<file path="config.mk">
export PLATFORM = sky130hd
export DESIGN_NAME = actc_div
export DESIGN_NICKNAME = d
export VERILOG_FILES = /design/src/hdl/actc_pkg.sv /design/src/hdl/actc_div.sv
export SDC_FILE = /design/constraint.sdc
export NUM_CORES = 1
export LEC_CHECK = 0
export BUFFER_PORTS_ARGS = -buffer_cell sky130_fd_sc_hd__buf_4
export CORE_MARGIN = 2
export CORE_UTILIZATION = 50
export DETAILED_ROUTE_END_ITERATION = 10
export PLACE_DENSITY = 0.69
export SETUP_SLACK_MARGIN = 0.02
export SLEW_MARGIN = 0
export SYNTH_ARGS = -nofsm -noshare
export SYNTH_HDL_FRONTEND = slang
export SYNTH_SLANG_ARGS = --single-unit
</file>
<file path="constraint.sdc">
create_clock -name clock -period 2.9 [get_ports clock]
set_input_delay 0.29 -clock clock [delete_from_list [all_inputs] [get_ports clock]]
set_output_delay 0.29 -clock clock [all_outputs]
set_load 0.01 [all_outputs]
</file>
<file path="src/hdl/actc_pkg.sv">
package actc_pkg;

   localparam int TABLE_POINTS = 512;
   localparam int BIN_BITS     = $clog2(TABLE_POINTS);
   localparam int ANGLE_BITS   = 16;
   localparam int FRAC_BITS    = ANGLE_BITS - BIN_BITS;
   localparam int CURRENT_BITS = 16;
   localparam int SUM_BITS     = 32;
   localparam int CNT_BITS     = 16;
   localparam int FF_BITS      = 17;
   localparam int AVG_BITS     = CURRENT_BITS + 1;
   localparam int TOTAL_BITS   = AVG_BITS + BIN_BITS;

   typedef enum logic [1:0] {
      KIND_BEGIN  = 2'd0,
      KIND_SAMPLE = 2'd1,
      KIND_FINISH = 2'd2,
      KIND_QUERY  = 2'd3
   } kind_type;

   typedef enum logic [1:0] {
      STAT_DONE   = 2'd0,
      STAT_OK     = 2'd1,
      STAT_EMPTY  = 2'd2,
      STAT_IGNORE = 2'd3
   } status_type;

   typedef enum logic [1:0] {
      MODE_IDLE  = 2'd0,
      MODE_CALIB = 2'd1,
      MODE_READY = 2'd2
   } mode_type;

endpackage

</file>
<file path="src/hdl/actc_div.sv">
module actc_div (
   input  logic                                   clock,
   input  logic                                   reset,
   input  logic                                   start,
   input  logic signed [actc_pkg::SUM_BITS-1:0]   dividend,
   input  logic        [actc_pkg::CNT_BITS-1:0]   divisor,
   output logic                                   done,
   output logic signed [actc_pkg::AVG_BITS-1:0]   quotient
);

   localparam int STEP_BITS = $clog2(actc_pkg::SUM_BITS + 1);

   logic                            busy_ff, busy_in;
   logic                            done_ff, done_in;
   logic [STEP_BITS-1:0]            step_ff, step_in;
   logic [actc_pkg::CNT_BITS:0]     rem_ff, rem_in;
   logic [actc_pkg::SUM_BITS-1:0]   quo_ff, quo_in;
   logic [actc_pkg::CNT_BITS-1:0]   den_ff, den_in;
   logic                            neg_ff, neg_in;
   logic [actc_pkg::CNT_BITS:0]     rem_sh;
   logic [actc_pkg::CNT_BITS:0]     rem_sub;
   logic [actc_pkg::SUM_BITS-1:0]   quo_sgn;

   always_comb begin
      busy_in = busy_ff;
      done_in = 1'b0;
      step_in = step_ff;
      rem_in  = rem_ff;
      quo_in  = quo_ff;
      den_in  = den_ff;
      neg_in  = neg_ff;
      rem_sh  = {rem_ff[actc_pkg::CNT_BITS-1:0], quo_ff[actc_pkg::SUM_BITS-1]};
      rem_sub = rem_sh - {1'b0, den_ff};
      if (start) begin
         busy_in = 1'b1;
         step_in = '0;
         rem_in  = '0;
         neg_in  = dividend[actc_pkg::SUM_BITS-1];
         quo_in  = dividend[actc_pkg::SUM_BITS-1] ? (~dividend + 1'b1) : dividend;
         den_in  = divisor;
      end else if (busy_ff) begin
         // one quotient bit per cycle, restoring
         if (rem_sh >= {1'b0, den_ff}) begin
            rem_in = rem_sub;
            quo_in = {quo_ff[actc_pkg::SUM_BITS-2:0], 1'b1};
         end else begin
            rem_in = rem_sh;
            quo_in = {quo_ff[actc_pkg::SUM_BITS-2:0], 1'b0};
         end
         step_in = step_ff + 1'b1;
         if (step_ff == STEP_BITS'(actc_pkg::SUM_BITS - 1)) begin
            busy_in = 1'b0;
            done_in = 1'b1;
         end
      end
   end

   always_ff @(posedge clock) begin
      if (reset) begin
         busy_ff <= 1'b0;
         done_ff <= 1'b0;
      end else begin
         busy_ff <= busy_in;
         done_ff <= done_in;
      end
      step_ff <= step_in;
      rem_ff  <= rem_in;
      quo_ff  <= quo_in;
      den_ff  <= den_in;
      neg_ff  <= neg_in;
   end

   assign quo_sgn  = neg_ff ? (~quo_ff + 1'b1) : quo_ff;
   assign quotient = quo_sgn[actc_pkg::AVG_BITS-1:0];
   assign done     = done_ff;

endmodule

</file>
Word level (Yosys, flattened, before mapping)
Cells that the tools add are included.

Register bits after elaboration: 73. Logic and storage cells: 28.

Eq/ne operators: 1. Add/sub/neg operators: 4. Bitwise operators: 3. Reduce and logical (&&, ||, !) cells: 2. $lt $le $gt $ge: 1. Mux-type cells: 10.

Operators with widths (number): $mux 32 (3); $add 32x1->32 const B (1); $not 32->32 (1); $add 17x1->17 const B (1); $ge 17x16->1 (1); $mux 17 (1); $not 17->17 (1); $mux 16 (1); $sub 16x16->16 (1); $add 6x1->6 const B (1); $eq 6x5->1 const B (1); $mux 1 (5); $reduce_or 3->1 (1); $reduce_bool 2->1 (1); $not 1->1 (1).

Longest topological paths before layout
Gate-level depths: netlist of the first run.

Word-level depth: 4. Gate-level depth with buffers: 10.

Worst setup path after synthesis of the first run
Ideal clock, no wire load.

Path type: reg-to-reg. From: register den_ff[14] (netlist name). To: register rem_ff[0] (netlist name). Clock period less this slack: 2358 ps. Setup slack: 542 ps. Path buffers: 0. Library setup time: 86 ps. Data arrival time: 2273 ps. Stages on the path, launching flop included: 9. Required time: 2814 ps. Cells stage by stage: edfxtp_1 > inv_1 > ha_1 > a21o_1 > a211oi_2 > or4b_4 > o21ai_4 > mux2_1 > a211oi_1.

Longest elaborated chain between the ends: 2.

RTL lines: start, declared (RTL line actc_div.sv:18) `logic [actc_pkg::CNT_BITS-1:0] den_ff, den_in;`; start signal, assigned (RTL line actc_div.sv:69) `den_ff <= den_in;`; $ge 17x16->1 (RTL line actc_div.sv:43) `if (rem_sh >= {1'b0, den_ff}) begin`; $mux 16 (RTL line actc_div.sv:43); end signal, assigned (RTL line actc_div.sv:67) `rem_ff <= rem_in;`; end, declared (RTL line actc_div.sv:16) `logic [actc_pkg::CNT_BITS:0] rem_ff, rem_in;`.

Every way passes these cells. A chain may end at the register's enable or synchronous reset.

Final worst setup path of the first run
From: register quo_ff[3] (netlist name). To: output port quotient[15] (netlist name).

Longest elaborated chain between the ends: 3.

RTL lines: start, declared (RTL line actc_div.sv:17) `logic [actc_pkg::SUM_BITS-1:0] quo_ff, quo_in;`; start signal, assigned (RTL line actc_div.sv:68) `quo_ff <= quo_in;`; $not 17->17 (RTL line actc_div.sv:73) `assign quo_sgn = neg_ff ? (~quo_ff + 1'b1) : quo_ff;`; $add 17x1->17 (RTL line actc_div.sv:73); $mux 17 (RTL line actc_div.sv:73); end, declared (RTL line actc_div.sv:8) `output logic signed [actc_pkg::AVG_BITS-1:0] quotient`.

Every way passes these cells.

==> results of run 1 <==
## final timing paths
| kind | startpoint | to | slack [ns] | cells after the start |
|---|---|---|---|---|
| setup / recovery | quo_ff[3] | quotient[15] | 0.19 | 7 |
| hold / removal | reset | busy_ff | 0.09 | 2 |
| setup reg to reg | den_ff[12] | rem_ff[4] | 0.24 | 9 |
| hold reg to reg | step_ff[5] | step_ff[5] | 0.49 | 2 |
## sequential cells by signal (all words and copies together), names as in the netlist
register,cells
neg_ff,1
rem_ff,16
busy_ff,1
den_ff,16
done,1
quo_ff,32
step_ff,6
## cells in the mapped netlist (all sizes together), types with 3 or more instances
cell type,count,area [sq um]
a2111o,3,33.8
a211oi,17,138
a21oi,46,245
a311oi,3,26.3
a31oi,5,31.3
and2,3,18.8
buf,8,56.3
clkbuf,20,75.1
dfxtp,24,480
edfxtp,49,1470
ha,19,238
inv,28,105
mux2i,10,100
nand2,29,109
nand2b,5,31.3
nand3,5,25.0
nand4,7,43.8
nand4b,3,26.3
nor2,65,244
nor2b,5,31.3
nor3,6,30.0
nor4,6,52.6
o211ai,3,22.5
o21a,3,22.5
o21ai,22,125
o31ai,15,113
o41ai,5,51.3
or3,9,56.3
or3b,3,26.3
or4,4,30.0
xnor2,24,210
xor2,32,280
## metrics by stage
| stage | std cells | util (%) |
|---|---|---|
| after detailed placement | 695 | 58.5 |
| after global routing | 714 | 61.1 |
| after CTS | 711 | 60.6 |
| final | 714 | 61.1 |
| after floorplan | 517 | - |
| after global placement | 695 | 58.5 |
## power by group
part / total [W] / internal, W / switching, W
clock network: 0.000780 / 0.000370 / 0.000411
logic: 0.000729 / 0.000338 / 0.000390
registers: 0.00129 / 0.00122 / 0.0000671
total: 0.00279 / 0.00193 / 0.000868
## metal layers
| layer | vias to the layer above | wire, microns |
|---|---|---|
| li1 | 2023 | - |
| met1 | 1911 | 4900 |
| met2 | 82 | 4920 |
| met3 | 12 | 495 |
| met4 | 0 | 138 |
| met5 | - | 0 |
## repair_timing
action | 4_1_cts | 5_1_grt
gates resized for setup | 0 | 4
buffers inserted | 0 | 3
endpoints found under the setup margin | 0 | 6
## area by class of cell
cell class                      instances  area share (%)
Multi-Input combinational cell        388            46.9
Clock inverter                          6           0.838
Inverter                               28            1.85
Sequential cell                        73            34.4
Tap cell                              129            2.84
Clock buffer                           10            2.62
Timing Repair Buffer                   80            10.6
## logic make-up (layout without fill, tap and decap cells)
kind of cell	after synthesis	after routing	share of synthesized area, %
AO/OA/AOI/OAI	140	140	19.9
XOR/XNOR	56	56	10.2
adder cells (fa/ha/maj)	20	20	5.34
buffers and inverters	56	124	4.90
flip-flops	73	73	40.5
multiplexers	11	11	2.31
AND/OR/NAND/NOR	161	161	16.9
==> results.sh, run 1 <==
export IMPL_status="completed"
export IMPL_holdWs_ns=0.0855
export IMPL_place_worst_setup_slack_ns=0.193
export IMPL_drtIter0Drc=127
export IMPL_critical_path_class="register to primary output"
export IMPL_path_max_fanout=4
export IMPL_p_per_area_nw_per_um2=493
export IMPL_drive_gt1_share_pct=19.5
export IMPL_grt_pass1_wl_mm=17.1
export IMPL_grt_use_met2_pct=32.5
export IMPL_num_rows=35
export IMPL_postSynthAreaPerCell_sq_um=9.33
export IMPL_n_fill_cell=837
export IMPL_hold_viol=0
export IMPL_multi_input_area_sq_um=2660
export IMPL_cp_end_kind="primary output"
export IMPL_ctsHoldBuffers=0
export IMPL_fin_ws_ns=0.188
export IMPL_use_met1_pct=28.5
export IMPL_worst_pin_slew_ns=0.748
export IMPL_ys_seq_elements=73
export IMPL_die_w_microns=102
export IMPL_path_delay_family="simple AND/OR/NAND/NOR gates"
export IMPL_cts_buffers=9
export IMPL_synth_edf_count=49
export IMPL_slew_viol_final=0
export IMPL_ir_drop_uv=273
export IMPL_placed_area_sq_um=5430
export IMPL_viasPerCell=5.64
export IMPL_cts_sinks=73
export IMPL_hp_class="primary input to register"
export IMPL_die_h_microns=102
export IMPL_nNetsFinal=651
export IMPL_fin_setup_tns_ns=0
export IMPL_clock_fmax_mhz=369
export IMPL_drc=0
export IMPL_syn_to_final_growth_pct=17.6
export IMPL_grt_use_met3_pct=4.31
export IMPL_dieArea_sq_um=10500
export IMPL_crit_top_cell="or3_1"
export IMPL_seq_area_sq_um=1950
export IMPL_initial_utilization_pct=52.0
export IMPL_cpMaxStageDelayCell="edfxtp_1"
export IMPL_synth_warnings=0
export IMPL_core_sq_um=9280
export IMPL_clk_pin_slew_ns=0.08
export IMPL_num_io_pins=69
export IMPL_via_count=4028
export IMPL_place_gp_congestion=0.850
export IMPL_clkLatencyLatePin_ns=0.36
export IMPL_crit_required_ns=2.61
export IMPL_finalInstanceArea_sq_um=5670
export IMPL_wl_per_cell_microns=14.6
export IMPL_dr_pass1_iters=5
export IMPL_dpl_hpwl_mm=7.61
export IMPL_grt_start_max_net_pins=50
export IMPL_worstSetupStartpointType="register"
export IMPL_syn_num_nets=588
export IMPL_grt_overflow=0
export IMPL_antenna_cells=0
export IMPL_htree_levels=3
export IMPL_mostFrequentLayoutCells="buf_4, nor2_1, edfxtp_1"
export IMPL_maxCapViolations=0
export IMPL_layout_commonest_cell="buf_4"
export IMPL_synth_flop_cell="edfxtp_1"
export IMPL_cts_tree="done"
export IMPL_first_global_vias=3729
export IMPL_grtUsageTotal_pct=20.6
export IMPL_io_buffer_count=68
export IMPL_syn_cell_area_sq_um=4820
export IMPL_worstPathCellList="nor3_2 > nand3_1 > or3_1 > or3_1 > o21ai_0 > xnor2_1 > buf_4"
export IMPL_rsz0062_at_grt="true"
export IMPL_antenna_found_initial=0
export IMPL_crit_arrival_ns=2.42
export IMPL_total_power_w=0.00279
export IMPL_max_stage_delay_ns=0.48
export IMPL_top_usage_layer="met2"
export IMPL_finalSetupViolations=0
export IMPL_period_share_pct=93.5
export IMPL_ant_nets=0
export IMPL_root_buffer="clkbuf_8"
export IMPL_synth_seq_area_share_pct=40.5
export IMPL_cts_path_max_buffers=2
export IMPL_ys_async_sr_fraction_pct=0
export IMPL_syn_inst=517
export IMPL_synth_cell_types=66
export IMPL_p_leak_nw=2.23
export IMPL_fin_crit_ns=2.71
export IMPL_skew_ns=0.00936
export IMPL_relSlewSlack_pct=50.1
export IMPL_critical_path_buf_inv_count=1
export IMPL_wirelength_mm=10.5
No activity file was read; power rests on OpenSTA's default activity.
==> inputs of run 2 (changes only) <==
CAP_MARGIN = 5   (was unset)
CORE_UTILIZATION = 58   (was 50)
PLACE_DENSITY = 0.79   (was 0.69)
==> results.sh, run 2 (synthesis results as in run 1) <==
export IMPL_grt_start_max_net_pins=40
export IMPL_ctsHoldBuffers=0
export IMPL_pwr_share_seq_pct=45.4
export IMPL_dieArea_sq_um=9060
export IMPL_hp_class="primary input to register"
export IMPL_via_count=4072
export IMPL_cts_tree="done"
export IMPL_root_buffer="clkbuf_8"
export IMPL_drive_gt1_share_pct=19.2
export IMPL_dpl_hpwl_mm=7.60
export IMPL_cp_end_kind="primary output"
export IMPL_numPlacedInstances=671
export IMPL_clkPwrFrac_pct=29.1
export IMPL_hold_path_depth=2
export IMPL_die_w_microns=95.2
export IMPL_fin_cells=689
export IMPL_period_share_pct=93.2
export IMPL_worstSetupStartpointType="register"
export IMPL_top_usage_layer="met2"
export IMPL_rsz0062_at_grt="false"
export IMPL_first_global_vias=3851
export IMPL_num_io_pins=69
export IMPL_maxCapViolations=0
export IMPL_intPower_w=0.00196
export IMPL_wirelength_mm=10.6
export IMPL_grt_overflow=0
export IMPL_grtUsageTotal_pct=24.6
export IMPL_path_max_fanout=4
export IMPL_p_leak_nw=2.23
export IMPL_ir_drop_uv=303
export IMPL_dr_pass1_iters=5
export IMPL_clkLatencyLatePin_ns=0.36
export IMPL_antenna_cells=0
export IMPL_layout_commonest_cell="buf_4"
export IMPL_fin_ws_ns=0.198
export IMPL_ant_nets=0
export IMPL_initial_utilization_pct=59.3
export IMPL_worst_pin_slew_ns=0.766
export IMPL_mostFrequentLayoutCells="buf_4, nor2_1, edfxtp_1"
export IMPL_grt_use_met2_pct=39.6
export IMPL_finalSetupViolations=0
export IMPL_sw_frac_of_total_pct=30.9
export IMPL_crit_arrival_ns=2.41
export IMPL_clock_fmax_mhz=370
export IMPL_place_worst_setup_slack_ns=0.248
export IMPL_die_h_microns=95.2
export IMPL_skew_ns=0.0178
export IMPL_regMostFlops="quo_ff"
export IMPL_wl_per_cell_microns=15.4
export IMPL_biggestRegsByFlops="quo_ff (32), den_ff (16), rem_ff (16)"
export IMPL_grt_pass1_wl_mm=17.6
export IMPL_fin_crit_ns=2.70
export IMPL_p_per_area_nw_per_um2=504
export IMPL_status="completed"
export IMPL_drtIter0Drc=253
export IMPL_grt_use_met3_pct=5.06
export IMPL_crit_required_ns=2.61
export IMPL_num_rows=33
export IMPL_slew_viol_final=0
export IMPL_drc=0
export IMPL_place_gp_congestion=0.889
export IMPL_rr_worst_depth=7
export IMPL_io_buffer_count=68
export IMPL_clk_pin_slew_ns=0.09
export IMPL_htree_levels=3
export IMPL_nNetsFinal=650
export IMPL_total_power_w=0.00284
export IMPL_core_sq_um=8130
export IMPL_power_frac_comb_pct=25.5
export IMPL_antenna_found_initial=0
export IMPL_hold_viol=0
export IMPL_cts_buffers=9
export IMPL_critical_path_class="register to primary output"
export IMPL_largest_reg_flops=32
export IMPL_use_met1_pct=32.8
export IMPL_cts_sinks=73
export IMPL_relSlewSlack_pct=48.3
export IMPL_syn_to_final_growth_pct=16.8
export IMPL_fin_setup_tns_ns=0
export IMPL_p_sw_w=0.000879
export IMPL_viasPerCell=5.91
export IMPL_cts_path_max_buffers=2
==> run 2: power groups by stage <==
stage | Combinational (W) | Clock [W] | Sequential (W)
floorplan | 0.000490 | 0 | 0.00129
global placement | 0.000689 | 0 | 0.00130
detailed placement | 0.000710 | 0 | 0.00131
CTS | 0.000717 | 0.000841 | 0.00129
global route | 0.000805 | 0.000881 | 0.00130
finish | 0.000724 | 0.000827 | 0.00129
==> run 2: layout make-up <==
| type | count | area [sq um] |
|---|---|---|
| multi-input combinational | 388 | 2650 |
| tap | 105 | 131 |
| clock inverter | 7 | 76.3 |
| fill | 640 | 2500 |
| inverter | 28 | 105 |
| timing repair buffer | 79 | 593 |
| clock buffer | 9 | 124 |
| sequential | 73 | 1950 |
==> run 2: final timing paths <==
check / start / to / slack, ns
min reg2reg: rem_ff[10] / rem_ff[11] / 0.50
min: reset / busy_ff / 0.09
max reg2reg: rem_ff[11] / rem_ff[0] / 0.23
max: quo_ff[3] / quotient[15] / 0.20
==> run 2: stage by stage <==
stage | instance area, sq um | hold slack (ns) | utilization [%]
finish | 5630 | 0.0883 | 69.3
global route | 5630 | 0.0796 | 69.3
CTS | 5600 | 0.0752 | 68.9
detailed placement | 5400 | 0.466 | 66.4
global placement | 5400 | 0.464 | 66.4
floorplan | 4820 | 0.362 | -
==> run 2: timing repair <==
| item | 4_1_cts | 5_1_grt |
|---|---|---|
| buffers inserted | 0 | 2 |
| resized for setup | 0 | 4 |
| setup endpoints to repair | 0 | 4 |
==> run 2: per-layer routing <==
layer  vias to the layer above  wire length [microns]
met3                        22                    617
met4                         0                    171
met2                       132                   5080
li1                       2024                      -
met1                      1894                   4710
met5                         -                      0
==> run 2: critical path, stage by stage (launching register included) <==
cell	delay [ns]
edfxtp_1	0.47
nor3_2	0.21
nand3_1	0.11
or3_1	0.38
or3_1	0.38
o21ai_0	0.20
xnor2_1	0.15
buf_4	0.15
